[src/rtl/spa_pkg.sv]
// ----------------------------------------------------------------------------
// spa_pkg
// Shared widths, reset values and codes for the slot pool allocator.
// ----------------------------------------------------------------------------
package spa_pkg;

  localparam int SLOT_W        = 6;
  localparam int CFG_W         = 7;
  localparam int MAX_SLOTS_DEF = 64;

  localparam logic [CFG_W-1:0] SLOTS_IN_USE_RST = 7'd64;

  typedef enum logic {
    CMD_ALLOC   = 1'b0,
    CMD_RELEASE = 1'b1
  } cmd_t;

  typedef enum logic [1:0] {
    ST_IDLE,
    ST_SCAN,
    ST_UPDATE
  } state_t;

endpackage

[src/rtl/slot_pool_allocator_oldest_reuse.sv]
// ----------------------------------------------------------------------------
// slot_pool_allocator_oldest_reuse
// Slot pool with lowest-free grant and oldest-first reclaim when full.
// ----------------------------------------------------------------------------
// Request channel: in_valid / in_stall with cmd and release_slot. Allocate
// grants the lowest free slot below slots_in_use; when none is free the
// oldest busy slot is reclaimed and flagged. Release frees a busy slot.
// Result channel: out_valid / out_stall with ok, slot and reclaimed, one
// beat per request, in request order.
// Config: cfg_we / cfg_wdata writes slots_in_use; write only while idle.
// Timing: a request beat is taken only in the idle state. The request then
// passes through the scan and update states; out_valid rises on commit in
// the update state, and the next request is taken only back in idle. The
// age list is a linked list in two link memories (forward and backward),
// read in the scan state and rewritten in the update state.
// A result waiting under out_stall does not block the next request; only
// the commit of the following result waits for the output register.
// Reset: all slots free, slots_in_use = 64, list empty. The link memories
// hold only entries of busy slots, so no clearing pass is needed.
// ----------------------------------------------------------------------------
module slot_pool_allocator_oldest_reuse
  import spa_pkg::*;
#(
  parameter int MAX_SLOTS = MAX_SLOTS_DEF
) (
  input  logic              clk,
  input  logic              rst,
  input  logic              in_valid,
  output logic              in_stall,
  input  logic              cmd,
  input  logic [SLOT_W-1:0] release_slot,
  output logic              out_valid,
  input  logic              out_stall,
  output logic              ok,
  output logic [SLOT_W-1:0] slot,
  output logic              reclaimed,
  input  logic              cfg_we,
  input  logic [CFG_W-1:0]  cfg_wdata
);

  localparam int IW    = (MAX_SLOTS > 1) ? $clog2(MAX_SLOTS) : 1;
  localparam int CNT_W = $clog2(MAX_SLOTS + 1);

  state_t           state, state_next;
  cmd_t             cmd_q;
  logic [SLOT_W-1:0] rel_q;
  logic [CFG_W-1:0] slots_in_use;

  logic [MAX_SLOTS-1:0] busy;
  logic [CNT_W-1:0]     busy_count;
  logic [IW-1:0]        head, tail;

  logic          found_q;
  logic [IW-1:0] free_q;
  logic          hit;
  logic [IW-1:0] hit_idx;

  // age list links
  logic [IW-1:0] fwd_link  [MAX_SLOTS];
  logic [IW-1:0] back_link [MAX_SLOTS];
  logic [IW-1:0] fwd_rd, back_rd;
  logic [IW-1:0] rd_addr;
  logic          rd_en;
  logic          fwd_we, back_we;
  logic [IW-1:0] fwd_wa, fwd_wd, back_wa, back_wd;

  logic          in_beat, commit;
  logic          rel_in_range, rel_ok, grant_new, grant_old;
  logic [IW-1:0] rel_idx;

  logic              res_ok, res_reclaimed;
  logic [SLOT_W-1:0] res_slot;

  assign in_beat      = in_valid && !in_stall;
  assign rel_in_range = 32'(rel_q) < 32'(MAX_SLOTS);
  assign rel_idx      = IW'(rel_q);
  assign rel_ok       = (cmd_q == CMD_RELEASE) && rel_in_range && busy[rel_idx];
  assign grant_new    = (cmd_q == CMD_ALLOC) && found_q;
  assign grant_old    = (cmd_q == CMD_ALLOC) && !found_q &&
                        (slots_in_use != '0) && (busy_count != '0);

  // lowest free slot among those taking part
  always_comb begin
    hit     = 1'b0;
    hit_idx = '0;
    for (int i = MAX_SLOTS - 1; i >= 0; i--) begin
      if (!busy[i] && (i < int'(slots_in_use))) begin
        hit     = 1'b1;
        hit_idx = IW'(i);
      end
    end
  end

  always_ff @(posedge clk) begin
    if (rst) begin
      state <= ST_IDLE;
    end else begin
      state <= state_next;
    end
  end

  always_comb begin
    state_next = state;
    in_stall   = 1'b1;
    rd_en      = 1'b0;
    commit     = 1'b0;
    unique case (state)
      ST_IDLE: begin
        in_stall = 1'b0;
        if (in_valid) begin
          state_next = ST_SCAN;
        end
      end
      ST_SCAN: begin
        rd_en      = 1'b1;
        state_next = ST_UPDATE;
      end
      ST_UPDATE: begin
        // hold until the output register can take the beat
        if (!out_valid || !out_stall) begin
          commit     = 1'b1;
          state_next = ST_IDLE;
        end
      end
      default: begin
        state_next = ST_IDLE;
      end
    endcase
  end

  assign rd_addr = (cmd_q == CMD_RELEASE) ? rel_idx : head;

  always_ff @(posedge clk) begin
    if (in_beat) begin
      cmd_q <= cmd_t'(cmd);
      rel_q <= release_slot;
    end
    if (rd_en) begin
      found_q <= hit;
      free_q  <= hit_idx;
    end
  end

  always_ff @(posedge clk) begin
    if (rd_en) begin
      fwd_rd  <= fwd_link[rd_addr];
      back_rd <= back_link[rd_addr];
    end
    if (fwd_we) begin
      fwd_link[fwd_wa] <= fwd_wd;
    end
    if (back_we) begin
      back_link[back_wa] <= back_wd;
    end
  end

  // link writes for append, move-to-tail and unlink
  always_comb begin
    fwd_we  = 1'b0;
    back_we = 1'b0;
    fwd_wa  = tail;
    fwd_wd  = free_q;
    back_wa = free_q;
    back_wd = tail;
    if (commit) begin
      if (grant_new) begin
        fwd_we  = (busy_count != '0);
        back_we = (busy_count != '0);
      end else if (grant_old) begin
        fwd_we  = (busy_count > CNT_W'(1));
        back_we = (busy_count > CNT_W'(1));
        fwd_wd  = head;
        back_wa = head;
      end else if (rel_ok && (head != rel_idx) && (tail != rel_idx)) begin
        fwd_we  = 1'b1;
        back_we = 1'b1;
        fwd_wa  = back_rd;
        fwd_wd  = fwd_rd;
        back_wa = fwd_rd;
        back_wd = back_rd;
      end
    end
  end

  always_ff @(posedge clk) begin
    if (rst) begin
      busy       <= '0;
      busy_count <= '0;
    end else if (commit) begin
      if (grant_new) begin
        busy[free_q] <= 1'b1;
        busy_count   <= busy_count + CNT_W'(1);
        tail         <= free_q;
        if (busy_count == '0) begin
          head <= free_q;
        end
      end else if (grant_old) begin
        if (busy_count > CNT_W'(1)) begin
          head <= fwd_rd;
          tail <= head;
        end
      end else if (rel_ok) begin
        busy[rel_idx] <= 1'b0;
        busy_count    <= busy_count - CNT_W'(1);
        if (head == rel_idx) begin
          head <= fwd_rd;
        end
        if (tail == rel_idx) begin
          tail <= back_rd;
        end
      end
    end
  end

  always_comb begin
    res_ok        = 1'b0;
    res_slot      = '0;
    res_reclaimed = 1'b0;
    unique case (cmd_q)
      CMD_ALLOC: begin
        if (grant_new) begin
          res_ok   = 1'b1;
          res_slot = SLOT_W'(free_q);
        end else if (grant_old) begin
          res_ok        = 1'b1;
          res_slot      = SLOT_W'(head);
          res_reclaimed = 1'b1;
        end
      end
      CMD_RELEASE: begin
        res_ok   = rel_ok;
        res_slot = rel_q;
      end
      default: begin
        res_ok = 1'b0;
      end
    endcase
  end

  always_ff @(posedge clk) begin
    if (rst) begin
      out_valid <= 1'b0;
    end else if (commit) begin
      out_valid <= 1'b1;
    end else if (!out_stall) begin
      out_valid <= 1'b0;
    end
  end

  always_ff @(posedge clk) begin
    if (commit) begin
      ok        <= res_ok;
      slot      <= res_slot;
      reclaimed <= res_reclaimed;
    end
  end

  always_ff @(posedge clk) begin
    if (rst) begin
      slots_in_use <= SLOTS_IN_USE_RST;
    end else if (cfg_we) begin
      slots_in_use <= cfg_wdata;
    end
  end

`ifndef NO_ASSERTIONS
  a_count_bound: assert property (@(posedge clk) disable iff (rst)
    32'(busy_count) <= 32'(MAX_SLOTS))
    else $error("busy count above pool size");

  a_count_matches_bits: assert property (@(posedge clk) disable iff (rst)
    (busy_count == '0) == (busy == '0))
    else $error("busy count and busy bits disagree");

  a_grant_free: assert property (@(posedge clk) disable iff (rst)
    commit && grant_new |-> !busy[free_q])
    else $error("granted slot already busy");

  a_reclaim_keeps_count: assert property (@(posedge clk) disable iff (rst)
    commit && grant_old |=> $stable(busy_count))
    else $error("reclaim changed busy count");
`endif

endmodule
[config.mk]
export PLATFORM = sky130hd
export DESIGN_NAME = slot_pool_allocator_oldest_reuse
export DESIGN_NICKNAME = d
export VERILOG_FILES = /design/src/rtl/spa_pkg.sv /design/src/rtl/slot_pool_allocator_oldest_reuse.sv
export SDC_FILE = /design/constraint.sdc
export NUM_CORES = 1
export LEC_CHECK = 0
export ABC_AREA = 1
export BUFFER_PORTS_ARGS = -buffer_cell sky130_fd_sc_hd__buf_2
export CAP_MARGIN = 20
export CORE_MARGIN = 2
export CORE_UTILIZATION = 54
export DETAILED_ROUTE_END_ITERATION = 16
export GPL_TIMING_DRIVEN = 0
export PLACE_DENSITY = 0.69
export SYNTH_ARGS = -nofsm -noshare
export SYNTH_HDL_FRONTEND = slang
export SYNTH_SLANG_ARGS = --single-unit
[constraint.sdc]
create_clock -name clk -period 5.9 [get_ports clk]
set_input_delay 0.59 -clock clk [delete_from_list [all_inputs] [get_ports clk]]
set_output_delay 0.59 -clock clk [all_outputs]
set_load 0.01 [all_outputs]
* After elaboration in Yosys (flattened, before gate mapping)
Memories as Yosys holds them, arrays and structs flattened. A register that Yosys moved wholly into a read port is not among the register bits.
Index checks and enable logic that the tools add are counted.
W data, S select, Z words.
** Cells by class
- Add/subtract/negate cells :: 2
- $lt $le $gt $ge :: 69
- Equal/unequal tests :: 12
- Multiplexer cells :: 117
- Bitwise gates (word level) :: 5
- Reduce and logical (&&, ||, !) cells :: 161
** Operator list (number)
- $mux W6 :: 54
- $lt A6 B7 Y1 const A :: 32
- $mux W64 :: 3
- $lt A5 B7 Y1 const A :: 16
- $mux W5 :: 16
- $logic_and A1 B1 Y1 :: 74
- $logic_not A1 Y1 :: 67
- $and A64 B64 Y64 :: 1
- $not A64 Y64 :: 1
- $or A64 B64 Y64 :: 1
- $reduce_or A63 Y1 :: 1
- $lt A4 B7 Y1 const A :: 8
- $mux W4 :: 8
- $reduce_or A32 Y1 :: 1
- $lt A3 B7 Y1 const A :: 4
- $mux W7 :: 3
- $mux W1 :: 19
- $reduce_or A16 Y1 :: 1
- $lt A1 B7 Y1 const A :: 2
- $lt A2 B7 Y1 const A :: 2
- $lt A6 B7 Y1 const B :: 2
- $reduce_bool A7 Y1 :: 2
- $demux W1 S6 :: 2
- $eq A6 B6 Y1 :: 2
- other kinds (29) :: 44
** Word-level totals
- Bits in registers :: 115
- Bits in writable memories :: 768
- Output and inout bits :: 10
- Word-level logic and storage cells :: 387
- Memories kept :: 2
** Memory list
- back_link :: depth 64, bits a word 6, rd ports 1, clocked after memory_dff 1, write ports 1, RTL line slot_pool_allocator_oldest_reuse.sv:60 : logic [IW-1:0] back_link [MAX_SLOTS];
- fwd_link :: depth 64, bits a word 6, rd ports 1, clocked after memory_dff 1, write ports 1, RTL line slot_pool_allocator_oldest_reuse.sv:59 : logic [IW-1:0] fwd_link [MAX_SLOTS];

* Depth between registers and ports, before layout
Gate-level depths: netlist of run 1.
- Depth in word-level cells :: 65
- Mapped depth :: 66
- Gate-level depth less buffers :: 66

* Least setup slack after synthesis of run 1
Ideal clock, no wire load.
- Path type :: register to register
- Start :: register rel_q[1], in the netlist rel_idx[1]
- End :: memory back_link[56][0] in the netlist's numbering (enable)
- Setup time :: 0.378 ns
- Arrival :: 4.991 ns
- Data required time :: 5.522 ns
- Setup slack :: 0.530 ns
- Cell stages (with the launch flop) :: 16
- Buffers on the path :: 2
- Cell sequence :: edfxtp_1 buf_2 clkinv_1 nor3_1 clkbuf_1 nand2_1 o21ai_0 o41ai_1 nand4_1 o21ai_0 nor2_1 inv_1 a21oi_1 o21ai_1 nand3_1 nor3_1
** RTL lines
- start, declared :: RTL line slot_pool_allocator_oldest_reuse.sv:46 : logic [SLOT_W-1:0] rel_q;
- start signal, assigned :: RTL line slot_pool_allocator_oldest_reuse.sv:136 : rel_q <= release_slot;
- $bmux W1 S6 :: RTL line slot_pool_allocator_oldest_reuse.sv:77 : assign rel_ok = (cmd_q == CMD_RELEASE) && rel_in_range && busy[rel_idx];
- $mux W1 (implied by the code) :: RTL line slot_pool_allocator_oldest_reuse.sv:77
- $logic_and A1 B1 Y1 :: RTL line slot_pool_allocator_oldest_reuse.sv:77
- $logic_and A1 B1 Y1 :: RTL line slot_pool_allocator_oldest_reuse.sv:174 : end else if (rel_ok && (head != rel_idx) && (tail != rel_idx)) begin
- $logic_and A1 B1 Y1 * :: RTL line slot_pool_allocator_oldest_reuse.sv:174
- $mux W6 * :: RTL line slot_pool_allocator_oldest_reuse.sv:174
- $mux W6 * :: RTL line slot_pool_allocator_oldest_reuse.sv:169 : end else if (grant_old) begin
- $mux W6 * :: RTL line slot_pool_allocator_oldest_reuse.sv:166 : if (grant_new) begin
- $mux W6 * :: RTL line slot_pool_allocator_oldest_reuse.sv:165 : if (commit) begin
- net back_wa[3] :: RTL line slot_pool_allocator_oldest_reuse.sv:65 : logic [IW-1:0] fwd_wa, fwd_wd, back_wa, back_wd;
- end, declared :: RTL line slot_pool_allocator_oldest_reuse.sv:60
Mark *: on every way through the listed nets, which the timed path passes. The rest lies on a longest branch. The select of a mux whose other input is x is not followed.

* Worst setup path after layout of run 1
- Start :: register rel_q[2], in the netlist rel_idx[2]
- End :: memory back_link[61][1] in the netlist's numbering (enable)
The elaborated chain is that of the path after synthesis.

==> PnR_summary.wiki, run 1 <==
{| class="wikitable"
! Metric !! Value
|-
| Total of hold buffers inserted after clock tree synthesis || 0
|-
| Instance count of the mapped netlist || 3413
|-
| Top fanout value on the critical path || 37
|-
| Maximum achievable frequency || 0.164 GHz
|-
| Number of vias per cell || 6.71
|-
| Distinct cell type count after synthesis || 51
|-
| Classification of the worst-slack hold path || in2reg
|-
| Layout Cells excl Fill || 4626
|-
| Data arrival time of the critical path || 6.41 ns
|-
| Number of buffers created by CTS || 92
|-
| WL/cell || 33.0 microns
|-
| Worst hold path stage count || 1
|-
| Final Instance Area || 0.0452 sq mm
|-
| Total power per unit cell area || 309 mW/mm^2
|-
| Setup crit end kind || flip-flop
|-
| Root buf cell || sky130_fd_sc_hd__clkbuf_16
|-
| Relative slew slack || 0.176
|-
| Post-detailed-route DRC marker count || 0
|-
| Number of flops mapped to enable cells by yosys || 814
|-
| Die X-Extent || 273 microns
|-
| Dpl cell area || 0.0409 sq mm
|-
| Register area share after synthesis || 0.668
|-
| RSZ-0062 raised after global routing || true
|-
| Crit path launch type || flip-flop
|-
| Netlist area before placement || 0.0390 sq mm
|-
| Die height || 273 microns
|-
| CP delay by family, top || compound AO/OA/AOI/OAI gates
|-
| Antenna violations before repair || 4
|-
| Number of clock sinks || 895
|-
| Post-route ant nets || 0
|-
| Fin. Hold Viols || 0
|-
| Worst reg2reg path depth || 15
|-
| Result of the run || finished, violations left
|-
| Type of the setup path with the least slack || reg2reg
|-
| Slowest stage cell on the critical path || sky130_fd_sc_hd__nor3_1
|-
| Failing checks || setup timing
|-
| Post-synthesis area per instance || 11.4 sq um
|-
| Weighted congestion at the end of routability-driven global placement || 1.05
|-
| Setup Slack @ Placement || -1.97 ns
|-
| Area of the core || 0.0715 sq mm
|-
| Biggest cell delay along the critical path || 0.96 ns
|-
| Tot GR Track Use || 0.407
|-
| Final critical path time including I/O delays and setup || 6.11 ns
|-
| Via total after detailed routing || 31000
|-
| Final WS setup || -0.213 ns
|-
| Clock latency on the worst-skew pair || 0.70 ns
|-
| Clock tree from TritonCTS || yes
|-
| Synthesized netlist net count || 3435
|-
| Initial core utilization || 0.546
|-
| Largest net degree at the start of global routing || 71
|-
| Period utilization || 1.04
|-
| Standard-cell row count || 98
|-
| Clock input transition at the sequential cells of the worst setup and hold paths || 0.06 ns
|-
| WHS Endpoint || rel_idx[1]
|-
| Post-synthesis register bit count || 895
|-
| Number of H-tree levels || 3
|-
| Pins over their slew limit || 0
|-
| Reg2Reg Capture Point || back_link[61][1]
|-
| Number of max-cap violations || 0
|-
| Fraction of final layout cells sized beyond drive strength 1 || 0.116
|-
| Instance count after placement with tap cells included || 4417
|-
| Number of buffer cells added on primary ports || 28
|-
| Iteration-0 DRC count of the detailed router || 4964
|-
| Required time of the worst setup path || 6.20 ns
|-
| Final #Nets || 3626
|-
| Number of ports placed on the die boundary || 29
|-
| Cell-by-cell listing of the critical path || buf_2, clkinv_2, nor3_4, inv_1, o21ai_0, o41ai_1, nand4_1, o21ai_0, nor2_1, inv_1, a21oi_2, o21ai_4, buf_12, nand3_1, nor3_1
|-
| Number of global-route vias before repair || 29200
|-
| TritonRoute pass-1 iters || 12
|-
| Setup-violating endpoint count in the final report || 126
|-
| Area of the die || 0.0744 sq mm
|-
| Area added between synthesis and finish || 15.8%
|-
| Leakage power figure || 0.0145 uW
|-
| Final HPWL from detailed placement || 108 mm
|-
| Transition time of the tightest slew-check pin || 1.22 ns
|-
| Wire length of the first global-routing pass || 212 mm
|-
| Post-Route Skew || 0.0593 ns
|-
| Post-detailed-routing wire length || 153 mm
|-
| Total negative setup slack || -9.71 ns
|-
| Reg-to-reg critical path startpoint || rel_idx[2]
|-
| Setup slack on the worst flop-to-flop path || -0.21 ns
|-
| Largest voltage drop on the vdd net || 0.366 mV
|-
| Power after layout || 14000 uW
|-
| Number of warnings printed during yosys synthesis || 0
|-
| Buffering stage count on the worst path with inverters included || 5
|-
| Proportion of synthesized flip-flops having asynchronous set or reset || 0
|-
| HP Start || release_slot[1]
|-
| Primary flip-flop cell chosen by synthesis mapping || sky130_fd_sc_hd__edfxtp_1
|-
| Maximum root-to-sink buffer count || 3
|-
| GRT overflow || 0
|}
cells in the mapped netlist, types with 4 or more instances:
| cell type | instances | area (sq um) |
|---|---|---|
| sky130_fd_sc_hd__a211oi_1 | 11 | 82.6 |
| sky130_fd_sc_hd__a21oi_1 | 89 | 445 |
| sky130_fd_sc_hd__a221oi_1 | 4 | 35.0 |
| sky130_fd_sc_hd__a31oi_1 | 16 | 100 |
| sky130_fd_sc_hd__buf_1 | 9 | 33.8 |
| sky130_fd_sc_hd__clkbuf_1 | 197 | 739 |
| sky130_fd_sc_hd__clkinv_1 | 11 | 41.3 |
| sky130_fd_sc_hd__dfxtp_1 | 81 | 1620 |
| sky130_fd_sc_hd__edfxtp_1 | 814 | 24400 |
| sky130_fd_sc_hd__inv_1 | 191 | 717 |
| sky130_fd_sc_hd__inv_2 | 12 | 45.0 |
| sky130_fd_sc_hd__nand2_1 | 212 | 796 |
| sky130_fd_sc_hd__nand3_1 | 113 | 566 |
| sky130_fd_sc_hd__nand4_1 | 16 | 100 |
| sky130_fd_sc_hd__nor2_1 | 712 | 2670 |
| sky130_fd_sc_hd__nor3_1 | 41 | 205 |
| sky130_fd_sc_hd__nor3_2 | 7 | 70.1 |
| sky130_fd_sc_hd__nor4_1 | 10 | 62.6 |
| sky130_fd_sc_hd__o2111ai_1 | 4 | 35.0 |
| sky130_fd_sc_hd__o211ai_1 | 116 | 871 |
| sky130_fd_sc_hd__o21ai_0 | 276 | 1380 |
| sky130_fd_sc_hd__o21ai_1 | 7 | 35.0 |
| sky130_fd_sc_hd__o21bai_1 | 97 | 728 |
| sky130_fd_sc_hd__o22ai_1 | 25 | 156 |
| sky130_fd_sc_hd__o311a_1 | 53 | 531 |
| sky130_fd_sc_hd__o311ai_0 | 96 | 841 |
| sky130_fd_sc_hd__o31ai_1 | 54 | 405 |
| sky130_fd_sc_hd__o32ai_1 | 97 | 850 |
| sky130_fd_sc_hd__o41ai_1 | 6 | 52.6 |
metrics by stage:
| stage | util | hold slack (ns) |
|---|---|---|
| floorplan | - | 0.439 |
| global placement | 0.564 | 0.450 |
| detailed placement | 0.572 | 0.475 |
| CTS | 0.626 | 0.0631 |
| global route | 0.632 | 0.0659 |
| finish | 0.632 | 0.0738 |
registers in the layout, indices dropped and copies added, names as in the netlist, 2 cells and up:
signal	cells
back_link	384
back_rd	6
busy	64
busy_count	7
free_q	6
fwd_link	384
fwd_rd	6
head	6
rel_idx	6
slot	6
slots_in_use	7
state	2
tail	6
final cells by class:
class,count,area [sq um]
fill,5464,26300
timing repair buffer,94,975
inverter,214,860
multi-input combinational,2095,12300
clock buffer,108,2360
sequential,895,26100
timing repair inverter,2,10.0
tap,950,1190
buffer,210,813
clock inverter,56,587
antenna,2,5.00
cells by family (layout without fill, tap and decap cells):
family	count (synthesis)	in the layout	synth area share
compound gates	965	967	0.171
simple gates	1121	1121	0.117
fa+ha+maj	3	3	0.000962
other cells	0	2	0
buf+inv	425	684	0.0414
xor+xnor	4	4	0.000898
flops	895	895	0.668
worst max-delay path by stage:
stage,depth (start not counted),startpoint,to
after floorplan,15,rel_idx[1],back_link[56][0]
after global placement,14,rel_idx[2],back_link[2][4]
after global routing,15,rel_idx[2],back_link[62][3]
final,15,rel_idx[2],back_link[61][1]
after detailed placement,21,rel_idx[2],fwd_link[23][0]
after CTS,15,rel_idx[2],back_link[62][3]
power by group:
| group | switching, uW | internal (uW) | total (uW) |
|---|---|---|---|
| clock | 2570 | 3240 | 5810 |
| sequential | 22.5 | 6880 | 6910 |
| combinational | 966 | 282 | 1250 |
routing by layer:
layer	share of wire	up-vias	track usage
met4	0.081	6	0.271
met1	0.35	15000	0.504
met5	0.00027	-	0
met3	0.12	525	0.102
li1	-	13200	-
met2	0.45	2367	0.635
placed cells by master (no fill, tap or decap), types with 6 or more instances in the layout:
cell,synthesis,final
sky130_fd_sc_hd__buf_16,0,6
sky130_fd_sc_hd__a31oi_1,16,16
sky130_fd_sc_hd__o22ai_1,25,25
sky130_fd_sc_hd__buf_12,0,16
sky130_fd_sc_hd__edfxtp_1,814,814
sky130_fd_sc_hd__buf_2,3,32
sky130_fd_sc_hd__clkbuf_16,0,92
sky130_fd_sc_hd__clkinv_1,11,28
sky130_fd_sc_hd__nor2_2,0,49
sky130_fd_sc_hd__clkbuf_1,197,209
sky130_fd_sc_hd__nor2_4,2,63
sky130_fd_sc_hd__nand4_1,16,16
sky130_fd_sc_hd__nand2_1,212,206
sky130_fd_sc_hd__nor3_1,41,35
sky130_fd_sc_hd__dfxtp_1,81,81
sky130_fd_sc_hd__clkinvlp_4,0,6
sky130_fd_sc_hd__o311ai_0,96,96
sky130_fd_sc_hd__bufinv_16,0,9
sky130_fd_sc_hd__o21ai_0,276,271
sky130_fd_sc_hd__o211ai_1,116,116
sky130_fd_sc_hd__o32ai_1,97,97
sky130_fd_sc_hd__buf_1,9,9
sky130_fd_sc_hd__o21ai_4,1,10
sky130_fd_sc_hd__a211oi_1,11,11
sky130_fd_sc_hd__nor2_1,712,602
sky130_fd_sc_hd__buf_4,0,36
sky130_fd_sc_hd__nand3_2,3,8
sky130_fd_sc_hd__o21bai_1,97,97
sky130_fd_sc_hd__nand3_1,113,104
sky130_fd_sc_hd__nand2_4,2,7
sky130_fd_sc_hd__nor3_4,0,8
sky130_fd_sc_hd__clkinv_2,0,19
sky130_fd_sc_hd__o31ai_1,54,54
sky130_fd_sc_hd__a21oi_1,89,88
sky130_fd_sc_hd__o311a_1,53,53
sky130_fd_sc_hd__inv_1,191,185
sky130_fd_sc_hd__inv_2,12,13
timing repair:
| action | 4_1_cts | 5_1_grt |
|---|---|---|
| cloned | 4 | 0 |
| setup buffers | 18 | 17 |
| hold endpoints to repair | 0 | 0 |
| setup endpoints to repair | 996 | 565 |
| pin swaps | 14 | 8 |
| resized for setup | 186 | 60 |
No activity file was read; power rests on OpenSTA's default activity.
==> run 2, diff against run 1 <==
--- a/config.mk
+++ b/config.mk
@@ -5,7 +5,6 @@
 export SDC_FILE = /design/constraint.sdc
 export NUM_CORES = 1
 export LEC_CHECK = 0
-export ABC_AREA = 1
 export BUFFER_PORTS_ARGS = -buffer_cell sky130_fd_sc_hd__buf_2
 export CAP_MARGIN = 20
 export CORE_MARGIN = 2
@@ -13,6 +12,7 @@
 export DETAILED_ROUTE_END_ITERATION = 16
 export GPL_TIMING_DRIVEN = 0
 export PLACE_DENSITY = 0.69
+export RECOVER_POWER = 50
 export SYNTH_ARGS = -nofsm -noshare
 export SYNTH_HDL_FRONTEND = slang
 export SYNTH_SLANG_ARGS = --single-unit
==> PnR_summary.wiki, run 2 <==
{| class="wikitable"
! Metric !! Value
|-
| Result of the run || finished, violations left
|-
| Failing checks || capacitance limit, slew limit
|-
| Final critical path time including I/O delays and setup || 5.65 ns
|-
| Netlist area before placement || 0.0385 sq mm
|-
| Total of hold buffers inserted after clock tree synthesis || 0
|-
| Distinct cell type count after synthesis || 86
|-
| Maximum root-to-sink buffer count || 3
|-
| Required time of the worst setup path || 6.36 ns
|-
| Leading cell types by count after synthesis || sky130_fd_sc_hd__edfxtp_1 (814), sky130_fd_sc_hd__mux4_2 (201), sky130_fd_sc_hd__nand2_1 (176)
|-
| Number of global-route vias before repair || 24300
|-
| Synthesized netlist net count || 2474
|-
| Final #Nets || 2660
|-
| Number of clock sinks || 895
|-
| TritonRoute pass-1 iters || 6
|-
| Area of the die || 0.0734 sq mm
|-
| Final HPWL from detailed placement || 79.2 mm
|-
| Area added between synthesis and finish || 12.5%
|-
| Register area share after synthesis || 0.677
|-
| Largest registers || back_link x384, fwd_link x384, busy x64
|-
| Largest net degree at the start of global routing || 74
|-
| Setup crit end kind || flip-flop
|-
| Crit path launch type || flip-flop
|-
| Die X-Extent || 271 microns
|-
| Via total after detailed routing || 24800
|-
| Top post-synthesis cells by area || sky130_fd_sc_hd__edfxtp_1 (64%), sky130_fd_sc_hd__mux4_2 (12%), sky130_fd_sc_hd__dfxtp_1 (4.2%)
|-
| Number of flops mapped to enable cells by yosys || 814
|-
| Post-synthesis area per instance || 15.7 sq um
|-
| Pins over their slew limit || 29
|-
| Type of the setup path with the least slack || reg2reg
|-
| Cell-by-cell listing of the critical path || clkbuf_1, mux2i_1, clkbuf_1, buf_1, buf_1, mux4_2, nand2_1, a311oi_1, a21oi_1, a21oi_1
|-
| Biggest cell delay along the critical path || 0.87 ns
|-
| Iteration-0 DRC count of the detailed router || 3418
|-
| Fraction of final layout cells sized beyond drive strength 1 || 0.186
|-
| Post-synthesis register bit count || 895
|-
| Wire length of the first global-routing pass || 162 mm
|-
| Proportion of synthesized flip-flops having asynchronous set or reset || 0
|-
| Fin. Hold Viols || 0
|-
| Primary flip-flop cell chosen by synthesis mapping || sky130_fd_sc_hd__edfxtp_1
|-
| Instance count of the mapped netlist || 2452
|-
| Yosys top cell area share || 0.635
|-
| Leakage power figure || 0.0133 uW
|-
| Total negative setup slack || 0 ns
|-
| Weighted congestion at the end of routability-driven global placement || 0.954
|-
| Die height || 271 microns
|-
| Transition time of the tightest slew-check pin || 2.32 ns
|-
| Most frequently used cell type in the post-synthesis netlist || sky130_fd_sc_hd__edfxtp_1
|-
| Number of H-tree levels || 3
|-
| Number of ports placed on the die boundary || 29
|-
| Post-detailed-route DRC marker count || 0
|-
| Data arrival time of the critical path || 6.11 ns
|-
| Final Instance Area || 0.0433 sq mm
|-
| Largest voltage drop on the vdd net || 0.260 mV
|-
| Post-Route Skew || 0.0424 ns
|-
| Maximum achievable frequency || 0.177 GHz
|-
| Root buf cell || sky130_fd_sc_hd__clkbuf_16
|-
| Setup-violating endpoint count in the final report || 0
|-
| Post-detailed-routing wire length || 112 mm
|-
| Initial core utilization || 0.548
|-
| Top fanout value on the critical path || 10
|-
| Tot GR Track Use || 0.305
|-
| Dpl cell area || 0.0404 sq mm
|-
| RSZ-0062 raised after global routing || false
|-
| Clock tree from TritonCTS || yes
|-
| Slowest stage cell on the critical path || sky130_fd_sc_hd__buf_1
|-
| Relative slew slack || -0.555
|-
| Standard-cell row count || 97
|-
| Period utilization || 0.957
|-
| Antenna violations before repair || 1
|-
| Clock input transition at the sequential cells of the worst setup and hold paths || 0.06 ns
|-
| Number of warnings printed during yosys synthesis || 0
|-
| Most frequent standard cell in the layout excluding fill and tap cells || sky130_fd_sc_hd__edfxtp_1
|-
| Fin util || 0.616
|-
| WL/cell || 30.6 microns
|-
| Area of the core || 0.0703 sq mm
|-
| GRT overflow || 0
|-
| Post-route ant nets || 0
|-
| Number of buffers created by CTS || 90
|-
| Clock latency on the worst-skew pair || 0.67 ns
|-
| Leading cell types in the layout, fill and taps excluded || sky130_fd_sc_hd__edfxtp_1 (814), sky130_fd_sc_hd__mux4_2 (201), sky130_fd_sc_hd__nand2_1 (176)
|-
| Number of max-cap violations || 1
|-
| Classification of the worst-slack hold path || in2reg
|-
| Number of buffer cells added on primary ports || 27
|-
| Number of vias per cell || 6.79
|-
| Yosys top cell by area || sky130_fd_sc_hd__edfxtp_1
|-
| Total power per unit cell area || 309 mW/mm^2
|}
==> run 2: cell types whose count changed after synthesis, moves of 82 or more <==
cell                       previous run  this run
sky130_fd_sc_hd__o21ai_0            276       116
sky130_fd_sc_hd__clkbuf_1           197       115
sky130_fd_sc_hd__nor2_1             712        75
sky130_fd_sc_hd__o32ai_1             97         2
sky130_fd_sc_hd__mux4_2               0       201
sky130_fd_sc_hd__o211ai_1           116         9
sky130_fd_sc_hd__o21bai_1            97         5
sky130_fd_sc_hd__inv_1              191        28
sky130_fd_sc_hd__nand3_1            113        30
==> run 2: cell type report <==
class                           instances  area (sq um)
Timing Repair Buffer                   94           617
Clock inverter                         50           432
Multi-Input combinational cell       1356         11700
Fill cell                            5116         27000
Clock buffer                          118          2490
Antenna cell                            1          2.50
Tap cell                              940          1180
Sequential cell                       895         26100
Inverter                               30           113
Buffer                                171           716
==> run 2: worst paths after layout <==
path,start,end,slack [ns],cells after the start
hold reg to reg,busy_count[6],busy_count[6],0.49,2
setup reg to reg,cmd_q,fwd_rd[3],0.25,10
hold / removal,cmd,cmd_q,0.12,1
setup / recovery,cmd_q,fwd_rd[3],0.25,10
==> run 2: power by group <==
group / internal (uW) / total (uW) / leakage, uW / switching [uW]
sequential: 6880 / 6900 / 0.00795 / 22.8
combinational: 282 / 848 / 0.00396 / 566
clock: 3170 / 5610 / 0.00143 / 2440
total: 10300 / 13400 / 0.0133 / 3020
==> run 2: layer usage <==
metal  share of wire  global-route usage
met5               0                   0
met1            0.38               0.419
met2            0.46               0.473
met4           0.054               0.145
met3            0.10              0.0580
==> run 2: cells by family (layout without fill, tap and decap cells) <==
kind of cell             count (synthesis)  after routing  share of synthesized area
flip-flops                             895            895                      0.677
AND/OR/NAND/NOR                        580            580                     0.0771
AO/OA/AOI/OAI                          527            527                     0.0934
multiplexers                           229            229                      0.126
buffers and inverters                  201            463                     0.0217
XOR/XNOR                                17             17                    0.00387
adder cells (fa/ha/maj)                  3              3                   0.000976
other                                    0              1                          0
==> run 2: metrics by stage <==
| stage | cells | hold slack [ns] | power [uW] | worst slack [ns] |
|---|---|---|---|---|
| 2_1_floorplan | 2452 | 0.452 | 7550 | 0.563 |
| 3_3_place_gp | 3419 | 0.466 | 7850 | -3.47 |
| 3_5_place_dp | 3465 | 0.477 | 7870 | 0.322 |
| 4_1_cts | 3633 | 0.0984 | 13400 | 0.326 |
| 5_1_grt | 3655 | 0.0954 | 13700 | 0.123 |
| 6_report | 3655 | 0.117 | 13400 | 0.252 |
==> run 2: worst max-delay path, delay by kind of cell, from the launching register on <==
| family | cells | cell delay [ns] |
|---|---|---|
| buf+inv | 4 | 2.71 |
| compound gates | 3 | 1.22 |
| mux | 2 | 0.92 |
| flops | 1 | 0.48 |
| simple gates | 1 | 0.09 |
==> run 2: repair_timing <==
| item | CTS | global route |
|---|---|---|
| setup buffers | 0 | 0 |
| resized for setup | 0 | 7 |
| endpoints found under the setup margin | 0 | 42 |
